--- src/rtl/mf12_pkg.sv ---
// mf12_pkg: shared types and constants for the 12-bit minifloat add/multiply unit.
// Holds the transaction structs and status codes; no dependencies.
package mf12_pkg;

  localparam int unsigned WordW = 12;
  localparam int unsigned ExpW  = 5;
  localparam int unsigned FracW = 7;
  localparam int unsigned SigW  = FracW + 1;

  localparam logic [ExpW-1:0]  ExpBias  = 5'd15;
  localparam logic [ExpW-1:0]  ExpMax   = 5'd31;
  localparam logic [WordW-1:0] WordOnes = 12'hfff;

  // status codes of a result
  localparam logic [1:0] StNormal    = 2'd0;
  localparam logic [1:0] StOverflow  = 2'd1;
  localparam logic [1:0] StUnderflow = 2'd2;

  // operation select
  localparam logic OpAdd = 1'b0;
  localparam logic OpMul = 1'b1;

  typedef struct packed {
    logic             op;
    logic [WordW-1:0] a_word;
    logic [WordW-1:0] b_word;
  } mf12_in_t;

  typedef struct packed {
    logic [WordW-1:0] result_word;
    logic [1:0]       status;
  } mf12_out_t;

endpackage

--- src/rtl/minifloat12_add_mul_unit.sv ---
// minifloat12_add_mul_unit: top level of the 12-bit minifloat add/multiply unit.
// Depends on mf12_pkg and mf12_datapath.
//
//  channel  | handshake          | payload
//  ---------+--------------------+-------------------------------
//  input    | start / busy       | in_item  (op, a_word, b_word)
//  result   | out_valid (strobe) | out_item (result_word, status)
//
// One transaction per cycle; busy is never raised.
// Operands go into the operand register, then one pass of add or 8x8 multiply,
// normalize and range check feeds the result register.
// Synchronous active-low reset clears both valid flags; payload registers are not reset.
// The receiver cannot stall: each result is shown for exactly one cycle.
module minifloat12_add_mul_unit (
  input  logic                clk,
  input  logic                rst_n,
  input  logic                start,
  output logic                busy,
  input  mf12_pkg::mf12_in_t  in_item,
  output logic                out_valid,
  output mf12_pkg::mf12_out_t out_item
);
  import mf12_pkg::*;

  logic      in_valid_r, in_valid_nxt;
  mf12_in_t  in_item_r;
  logic      out_valid_r, out_valid_nxt;
  mf12_out_t out_item_r;
  mf12_out_t dp_out;

  assign busy          = 1'b0;
  assign in_valid_nxt  = start && !busy;
  assign out_valid_nxt = in_valid_r;

  mf12_datapath u_dp (
    .in_d  (in_item_r),
    .out_d (dp_out)
  );

  always_ff @(posedge clk) begin
    if (!rst_n) begin
      in_valid_r  <= 1'b0;
      out_valid_r <= 1'b0;
    end else begin
      in_valid_r  <= in_valid_nxt;
      out_valid_r <= out_valid_nxt;
    end
  end

  always_ff @(posedge clk) begin
    if (in_valid_nxt) begin
      in_item_r <= in_item;
    end
    if (in_valid_r) begin
      out_item_r <= dp_out;
    end
  end

  assign out_valid = out_valid_r;
  assign out_item  = out_item_r;

  // every accepted transaction yields a result through the operand and result registers
  a_result_follows: assert property (@(posedge clk) disable iff (!rst_n)
    (start && !busy) |-> ##2 out_valid)
    else $error("accepted transaction produced no result");

  a_ovf_word: assert property (@(posedge clk) disable iff (!rst_n)
    (out_valid && out_item.status == StOverflow) |-> (out_item.result_word == WordOnes))
    else $error("overflow result is not all ones");

  a_unf_word: assert property (@(posedge clk) disable iff (!rst_n)
    (out_valid && out_item.status == StUnderflow) |-> (out_item.result_word == '0))
    else $error("underflow result is not zero");

  a_status_code: assert property (@(posedge clk) disable iff (!rst_n)
    out_valid |-> (out_item.status == StNormal || out_item.status == StOverflow ||
                   out_item.status == StUnderflow))
    else $error("undefined status code");

  a_normal_exp: assert property (@(posedge clk) disable iff (!rst_n)
    (out_valid && out_item.status == StNormal) |->
      (out_item.result_word[WordW-1:FracW] != '0 &&
       out_item.result_word[WordW-1:FracW] != ExpMax))
    else $error("normal result with out-of-range exponent");

endmodule

--- src/rtl/mf12_datapath.sv ---
// mf12_datapath: combinational add/multiply, normalize and range check for one operand pair.
// Depends on mf12_pkg.
module mf12_datapath (
  input  mf12_pkg::mf12_in_t  in_d,
  output mf12_pkg::mf12_out_t out_d
);
  import mf12_pkg::*;

  logic [ExpW-1:0]    ea, eb, ebig, esmall, ediff;
  logic [SigW-1:0]    ma, mb, mbig, msmall, mshift;
  logic [2*SigW-1:0]  prod;
  logic [SigW:0]      mul_sig, add_sig, sig, sig_norm;
  logic               b_bigger;
  // signed exponent, covers -15..48
  logic signed [6:0]  mul_exp, exp_pre, exp_fin;

  always_comb begin
    ea = in_d.a_word[WordW-1:FracW];
    eb = in_d.b_word[WordW-1:FracW];
    ma = {1'b1, in_d.a_word[FracW-1:0]};
    mb = {1'b1, in_d.b_word[FracW-1:0]};

    // multiply path
    prod    = (2*SigW)'(ma) * (2*SigW)'(mb);
    mul_sig = prod[2*SigW-1:FracW];
    mul_exp = signed'({2'b00, ea}) + signed'({2'b00, eb}) - signed'({2'b00, ExpBias});

    // add path: larger word is the larger value
    b_bigger = (in_d.b_word > in_d.a_word);
    ebig     = b_bigger ? eb : ea;
    esmall   = b_bigger ? ea : eb;
    mbig     = b_bigger ? mb : ma;
    msmall   = b_bigger ? ma : mb;
    ediff    = ebig - esmall;
    mshift   = (ediff >= ExpW'(SigW)) ? '0 : (msmall >> ediff);
    add_sig  = {1'b0, mbig} + {1'b0, mshift};

    if (in_d.op == OpMul) begin
      sig     = mul_sig;
      exp_pre = mul_exp;
    end else begin
      sig     = add_sig;
      exp_pre = signed'({2'b00, ebig});
    end

    // one right shift is always enough
    if (sig[SigW]) begin
      sig_norm = sig >> 1;
      exp_fin  = exp_pre + 7'sd1;
    end else begin
      sig_norm = sig;
      exp_fin  = exp_pre;
    end

    if (exp_fin >= signed'({2'b00, ExpMax})) begin
      out_d.result_word = WordOnes;
      out_d.status      = StOverflow;
    end else if (exp_fin < 7'sd1) begin
      out_d.result_word = '0;
      out_d.status      = StUnderflow;
    end else begin
      out_d.result_word = {exp_fin[ExpW-1:0], sig_norm[FracW-1:0]};
      out_d.status      = StNormal;
    end
  end

endmodule

--- config.mk ---
export PLATFORM = sky130hd
export DESIGN_NAME = minifloat12_add_mul_unit
export DESIGN_NICKNAME = d
export VERILOG_FILES = /design/src/rtl/mf12_pkg.sv /design/src/rtl/minifloat12_add_mul_unit.sv /design/src/rtl/mf12_datapath.sv
export SDC_FILE = /design/constraint.sdc
export NUM_CORES = 1
export LEC_CHECK = 0
export BUFFER_PORTS_ARGS = -buffer_cell sky130_fd_sc_hd__buf_2
export CORE_MARGIN = 2
export CORE_UTILIZATION = 30
export DETAILED_ROUTE_END_ITERATION = 16
export MAX_ROUTING_LAYER = met4
export PLACE_DENSITY = 0.47
export SYNTH_ARGS = -nofsm -noshare
export SYNTH_HDL_FRONTEND = slang
export SYNTH_HIERARCHICAL = 1
export SYNTH_SLANG_ARGS = --single-unit
--- constraint.sdc ---
create_clock -name clk -period 7.28 [get_ports clk]
set_input_delay 0.364 -clock clk [delete_from_list [all_inputs] [get_ports clk]]
set_output_delay 0.364 -clock clk [all_outputs]
set_load 0.005 [all_outputs]
==> results.sh, run 1 <==
export IMPL_synth_top_area_share_pct=21.4
export IMPL_rows=49
export IMPL_worst_pin_slew_ns=0.726
export IMPL_finalPower_w=0.00177
export IMPL_cts_root_buf="clkbuf_16"
export IMPL_fin_crit_sh_pct=90.5
export IMPL_cts_max_level=2
export IMPL_maxCapViolCount=0
export IMPL_crit_path_start_kind="flop"
export IMPL_hold_viol=0
export IMPL_dpl_instance_area_sq_um=5890
export IMPL_setup_violations=0
export IMPL_p_leak_nw=2.72
export IMPL_yosysTopAreaCell="edfxtp_1"
export IMPL_wl_met1_microns=6280
export IMPL_io_pins=44
export IMPL_synthTopCellsByCount="76 x inv_1, 67 x ha_1, 44 x nor2_1"
export IMPL_synthToLayoutAreaGrowth_pct=10.6
export IMPL_syn_area_sq_um=5480
export IMPL_avgSynthCellArea_sq_um=9.62
export IMPL_peakVddDrop_uv=108
export IMPL_die_y_microns=139
export IMPL_grt_pass1_vias=4253
export IMPL_via_per_inst=5.01
export IMPL_synthTopCellsByArea="edfxtp_1 21%, ha_1 15%, fa_1 14%"
export IMPL_drc=0
export IMPL_tritoncts="built"
export IMPL_cts_setup_buffers=0
export IMPL_ys_warn_count=6
export IMPL_cp_common_cell="a21oi_1"
export IMPL_met2_length_microns=6190
export IMPL_slew_headroom_pct=51.2
export IMPL_synth_most_common_cell="inv_1"
export IMPL_worst_path_buf_inv=1
export IMPL_grt_max_degree=27
export IMPL_cellPowerDensity_nw_per_um2=292
export IMPL_setup_tns_ns=0
export IMPL_outcome="finished clean"
export IMPL_cpMaxStageDelayCell="edfxtp_1"
export IMPL_nNetsFinal=741
export IMPL_path_cells="inv_1 -> ha_1 -> a21o_1 -> a221oi_2 -> o221a_2 -> a2111oi_1 -> a21oi_1 -> ha_1 -> a311oi_2 -> a211oi_1 -> a221oi_2 -> o211ai_2 -> a211oi_1 -> fa_1 -> a21o_1 -> a21oi_1 -> o21bai_1 -> a21oi_1 -> o21a_1 -> or2_2 -> nor4_1 -> a21oi_1 -> a22oi_2 -> o41ai_1"
export IMPL_crit_type="flop to flop"
export IMPL_die_x_microns=139
export IMPL_drv_slew=0
export IMPL_postCtsHoldBufs=0
export IMPL_highest_layer="met4"
export IMPL_drt_pass1_iterations=5
export IMPL_path_delay_family="compound AO/OA/AOI/OAI gates"
export IMPL_yosys_most_used_dff="edfxtp_1"
export IMPL_start_util_pct=30.5
export IMPL_dp_hpwl_microns=10600
export IMPL_cts_buffer_depth=2
export IMPL_endpoint_kind="flop"
export IMPL_grt_pass1_wl_microns=21700
export IMPL_avgRoutedWirePerCell_microns=15.8
export IMPL_gp_congestion=0.814
export IMPL_synth_async_sr_flop_share_pct=0
export IMPL_synth_distinct_cells=81
export IMPL_max_stage_delay_ns=0.58
export IMPL_io_buffers=42
export IMPL_drtAntennaViolNets=0
export IMPL_holdCritPathClass="input pin to flop"
export IMPL_die_area_sq_um=19300
export IMPL_ys_seq_area_share_pct=22.1
export IMPL_clock_sinks=41
export IMPL_grt_ovfl_total=0
export IMPL_routed_wl_microns=13200
export IMPL_vias=4200
export IMPL_timing_final_crit_period_ns=6.59
export IMPL_met3_length_microns=610
export IMPL_cp_required_ns=7.30
export IMPL_ys_ff_latch=41
export IMPL_path_clk_slew_ns=0.07
export IMPL_drive_gt1_share_pct=17.4
export IMPL_arrival_ns=6.61
export IMPL_fmax_mhz=152
export IMPL_coreArea_sq_um=18000
export IMPL_drtIter0Drc=212
export IMPL_cts_resized=0
export IMPL_rsz0062_at_grt="no"
export IMPL_diodes=0
export IMPL_fillers=1861
export IMPL_synth_edff_count=39
export IMPL_cts_buffers_inserted=5
export IMPL_syn_nets=701
export IMPL_antenna_found_initial=0
export IMPL_cp_max_fo=12
export IMPL_design_area_sq_um=6060
export IMPL_synthCells=569
export IMPL_clock_latency_ns=0.30
export IMPL_grtUsageTotal_pct=14.3
export IMPL_final_setup_skew_ns=0.00559
## cells in the final DEF, fill, tap and decap left out, types with 5 or more instances in the layout
cell       synthesis  final
o21ai_0           12     12
nor3_1             9      9
a21oi_1           32     32
nand2b_1           5      5
o211ai_1           5      5
nor4_1             5      5
nor2_1            44     44
ha_1              67     67
xor2_1             7      7
and2_1            29     29
nand4_1            6      6
a211oi_1           9      9
edfxtp_1          39     39
buf_2              1     42
clkbuf_16          0      5
nand2_1           33     33
a21o_1             9      9
mux2i_1           10     10
buf_4              2      8
inv_1             76     76
fa_1              37     37
nand3_1            5      5
o41ai_1            5      5
mux2_2             6      6
xnor2_1           15     15
## through the flow
| step | hold slack (ns) | util, % | setup slack (ns) | instances |
|---|---|---|---|---|
| after global routing | 0.220 | 33.7 | 0.124 | 839 |
| after floorplan | 0.463 | - | 0.661 | 569 |
| after detailed placement | 0.542 | 32.8 | 0.747 | 831 |
| after global placement | 0.540 | 32.8 | 0.859 | 831 |
| final | 0.236 | 33.7 | 0.689 | 839 |
| after CTS | 0.222 | 33.7 | 0.742 | 839 |
## cell families (layout without fill, tap and decap cells)
kind of cell	Yosys count	after routing	synth area share, %
other cells	1	1	0.0685
fa+ha+maj	104	104	28.8
flops	41	41	22.1
mux	16	16	3.06
buf+inv	94	135	7.93
xor+xnor	23	23	3.82
simple gates	162	162	16.0
compound gates	128	128	18.2
## worst paths after layout
kind	endpoint	start	slack, ns	cells past startpoint
hold / removal	in_item_r[21]$_DFFE_PP_	in_item[21]	0.24	1
setup / recovery	out_item[6]$_DFFE_PP_	in_item_r[17]$_DFFE_PP_	0.69	24
hold reg to reg	out_item[11]$_DFFE_PP_	in_valid_r$_SDFF_PN0_	0.80	0
setup reg to reg	out_item[6]$_DFFE_PP_	in_item_r[17]$_DFFE_PP_	0.69	24
## registers in the layout (all words and copies together) (netlist names)
name / count
in_item_r: 25
in_valid_r: 1
out_item: 14
out_valid: 1
## per-layer routing
| metal | global-route usage [%] | vias up |
|---|---|---|
| met2 | 22.8 | 87 |
| li1 | - | 2095 |
| met3 | 2.69 | 11 |
| met5 | - | - |
| met4 | 3.56 | 0 |
| met1 | 18.9 | 2007 |
## worst register-to-register path: stages (launching register included)
cell and delay, ns:
edfxtp_1 0.58, inv_1 0.16, ha_1 0.32, a21o_1 0.13
a221oi_2 0.07, o221a_2 0.31, a2111oi_1 0.55, a21oi_1 0.09
ha_1 0.21, a311oi_2 0.35, a211oi_1 0.16, a221oi_2 0.28
o211ai_2 0.33, a211oi_1 0.49, fa_1 0.30, a21o_1 0.13
a21oi_1 0.09, o21bai_1 0.14, a21oi_1 0.11, o21a_1 0.21
or2_2 0.35, nor4_1 0.29, a21oi_1 0.10, a22oi_2 0.43
o41ai_1 0.14
## layout make-up
| class | count | area, sq um | area share [%] |
|---|---|---|---|
| Tap cell | 229 | 287 | 4.73 |
| Inverter | 77 | 289 | 4.77 |
| Sequential cell | 41 | 1210 | 20.0 |
| Multi-Input combinational cell | 434 | 3830 | 63.2 |
| Clock inverter | 3 | 46.3 | 0.764 |
| Timing Repair Buffer | 50 | 270 | 4.46 |
| Clock buffer | 5 | 125 | 2.07 |
## power breakdown
group / internal [W] / switching (W)
clock network: 0.000162 / 0.0000993
logic: 0.000492 / 0.000674
registers: 0.000314 / 0.0000253
total: 0.000968 / 0.000799
Power figures use the tool's default switching activity.
==> run 2, diff against run 1 <==
Settings changed: CAP_MARGIN set to 20, CORE_ASPECT_RATIO set to 0.5.
==> results.sh, run 2 (same netlist as run 1, synthesis figures left out) <==
export IMPL_via_per_inst=4.91
export IMPL_cts_max_level=2
export IMPL_grtUsageTotal_pct=15.3
export IMPL_hold_end="in_item_r[23]$_DFFE_PP_"
export IMPL_io_buffers=42
export IMPL_cts_setup_buffers=0
export IMPL_tritoncts="built"
export IMPL_drive_gt1_share_pct=17.9
export IMPL_drtIter0Drc=254
export IMPL_layout_common_cells="76 x inv_1, 67 x ha_1, 44 x nor2_1"
export IMPL_grt_pass1_wl_microns=22600
export IMPL_fillers=1836
export IMPL_postCtsHoldBufs=0
export IMPL_drv_slew=0
export IMPL_crit_type="flop to flop"
export IMPL_setup_violations=0
export IMPL_drtAntennaViolNets=0
export IMPL_drt_pass1_iterations=4
export IMPL_dp_hpwl_microns=10900
export IMPL_endpoint_kind="flop"
export IMPL_io_pins=44
export IMPL_timing_final_crit_period_ns=6.55
export IMPL_top_register="in_item_r"
export IMPL_p_leak_nw=2.73
export IMPL_dpl_instance_area_sq_um=5920
export IMPL_die_y_microns=99.5
export IMPL_fin_crit_sh_pct=90.0
export IMPL_clockPowerShare_pct=13.5
export IMPL_outcome="finished clean"
export IMPL_clock_sinks=41
export IMPL_rsz0062_at_grt="no"
export IMPL_avgRoutedWirePerCell_microns=16.0
export IMPL_hold_start="in_item[23]"
export IMPL_hold_viol=0
export IMPL_worst_pin_slew_ns=0.841
export IMPL_antenna_found_initial=0
export IMPL_routed_wl_microns=13500
export IMPL_regToRegEndpoint="out_item[7]$_DFFE_PP_"
export IMPL_coreArea_sq_um=17600
export IMPL_seqPwrFrac_pct=19.2
export IMPL_slew_headroom_pct=43.9
export IMPL_r2r_cells=24
export IMPL_drc=0
export IMPL_grt_max_degree=27
export IMPL_cp_max_fo=8
export IMPL_design_area_sq_um=6070
export IMPL_r2r_start="in_item_r[11]$_DFFE_PP_"
export IMPL_cts_root_buf="clkbuf_16"
export IMPL_crit_path_start_kind="flop"
export IMPL_final_setup_skew_ns=0.00745
export IMPL_grt_pass1_vias=4335
export IMPL_rows=34
export IMPL_cts_buffer_depth=2
export IMPL_holdCritPathClass="input pin to flop"
export IMPL_cts_resized=0
export IMPL_nNetsFinal=745
export IMPL_rrSetupSlack_ns=0.73
export IMPL_hold_depth=1
export IMPL_mostFrequentLayoutCell="inv_1"
export IMPL_peakVddDrop_uv=134
export IMPL_path_clk_slew_ns=0.07
export IMPL_cp_required_ns=7.31
export IMPL_synthToLayoutAreaGrowth_pct=10.9
export IMPL_clock_latency_ns=0.30
export IMPL_fmax_mhz=153
export IMPL_vias=4162
export IMPL_largest_reg_flops=25
export IMPL_grt_ovfl_total=0
export IMPL_die_area_sq_um=19400
export IMPL_switchingPower_w=0.000824
export IMPL_cellPowerDensity_nw_per_um2=289
export IMPL_pwr_share_comb_pct=67.4
export IMPL_gp_congestion=0.855
export IMPL_start_util_pct=31.1
export IMPL_diodes=0
export IMPL_setup_tns_ns=0
export IMPL_maxCapViolCount=0
export IMPL_arrival_ns=6.58
export IMPL_cts_buffers_inserted=5
export IMPL_swShare_pct=46.9
export IMPL_intPower_w=0.000933
export IMPL_die_x_microns=195
[run 2: layout make-up]
class	instances	area, sq um	area share, %
Inverter	77	289	4.76
Sequential cell	41	1210	19.9
Clock buffer	5	125	2.06
Multi-Input combinational cell	434	3830	63.1
Clock inverter	3	25.0	0.412
Tap cell	234	293	4.82
Timing Repair Buffer	54	300	4.94
[run 2: power by group through the flow]
| stage | combinational [W] | clock, W | sequential, W |
|---|---|---|---|
| 4_1_cts | 0.00120 | 0.000246 | 0.000338 |
| 3_3_place_gp | 0.00119 | 0 | 0.000342 |
| 6_report | 0.00118 | 0.000236 | 0.000337 |
| 5_1_grt | 0.00135 | 0.000258 | 0.000343 |
| 3_5_place_dp | 0.00119 | 0 | 0.000343 |
| 2_1_floorplan | 0.000892 | 0 | 0.000343 |
[run 2: metrics by stage]
stage | instances | utilization (%) | setup WS (ns) | power (W) | hold slack, ns
final | 848 | 34.5 | 0.726 | 0.00176 | 0.235
after global routing | 848 | 34.5 | 0.166 | 0.00196 | 0.222
after CTS | 848 | 34.5 | 0.734 | 0.00178 | 0.225
after detailed placement | 840 | 33.6 | 0.754 | 0.00153 | 0.542
after global placement | 840 | 33.6 | 0.845 | 0.00153 | 0.540
after floorplan | 569 | - | 0.661 | 0.00123 | 0.463
[run 2: worst max-delay path, stage by stage, from the launching register on]
cell and delay, ns:
edfxtp_1 0.40, inv_1 0.06, ha_1 0.42, nand4b_2 0.35, a211o_2 0.45, a2111oi_1 0.45, a21oi_1 0.10, ha_1 0.22
a311oi_2 0.36, a211oi_2 0.13, a2111o_1 0.45, o211a_1 0.18, and3_2 0.19, ha_1 0.21, fa_1 0.40, a21o_1 0.19
a21oi_1 0.23, o21bai_1 0.09, a21oi_1 0.21, o21a_1 0.20, or2_2 0.20, o211a_1 0.18, o31ai_2 0.08, a22oi_2 0.41
o41ai_1 0.15
[run 2: worst max-delay path by stage]
| stage | start | end | cells after the start |
|---|---|---|---|
| floorplan | in_item_r[7]$_DFFE_PP_ | out_item[2]$_DFFE_PP_ | 31 |
| global placement | in_item_r[11]$_DFFE_PP_ | out_item[6]$_DFFE_PP_ | 24 |
| detailed placement | in_item_r[11]$_DFFE_PP_ | out_item[8]$_DFFE_PP_ | 24 |
| CTS | in_item_r[11]$_DFFE_PP_ | out_item[8]$_DFFE_PP_ | 24 |
| global route | in_item_r[11]$_DFFE_PP_ | out_item[7]$_DFFE_PP_ | 24 |
| finish | in_item_r[11]$_DFFE_PP_ | out_item[7]$_DFFE_PP_ | 24 |
[run 2: per-layer routing]
layer  wire length, microns  track usage (%)
met5                      0                -
met2                   5660             23.2
met3                    494             2.44
met1                   7250             21.5
met4                    133             3.35
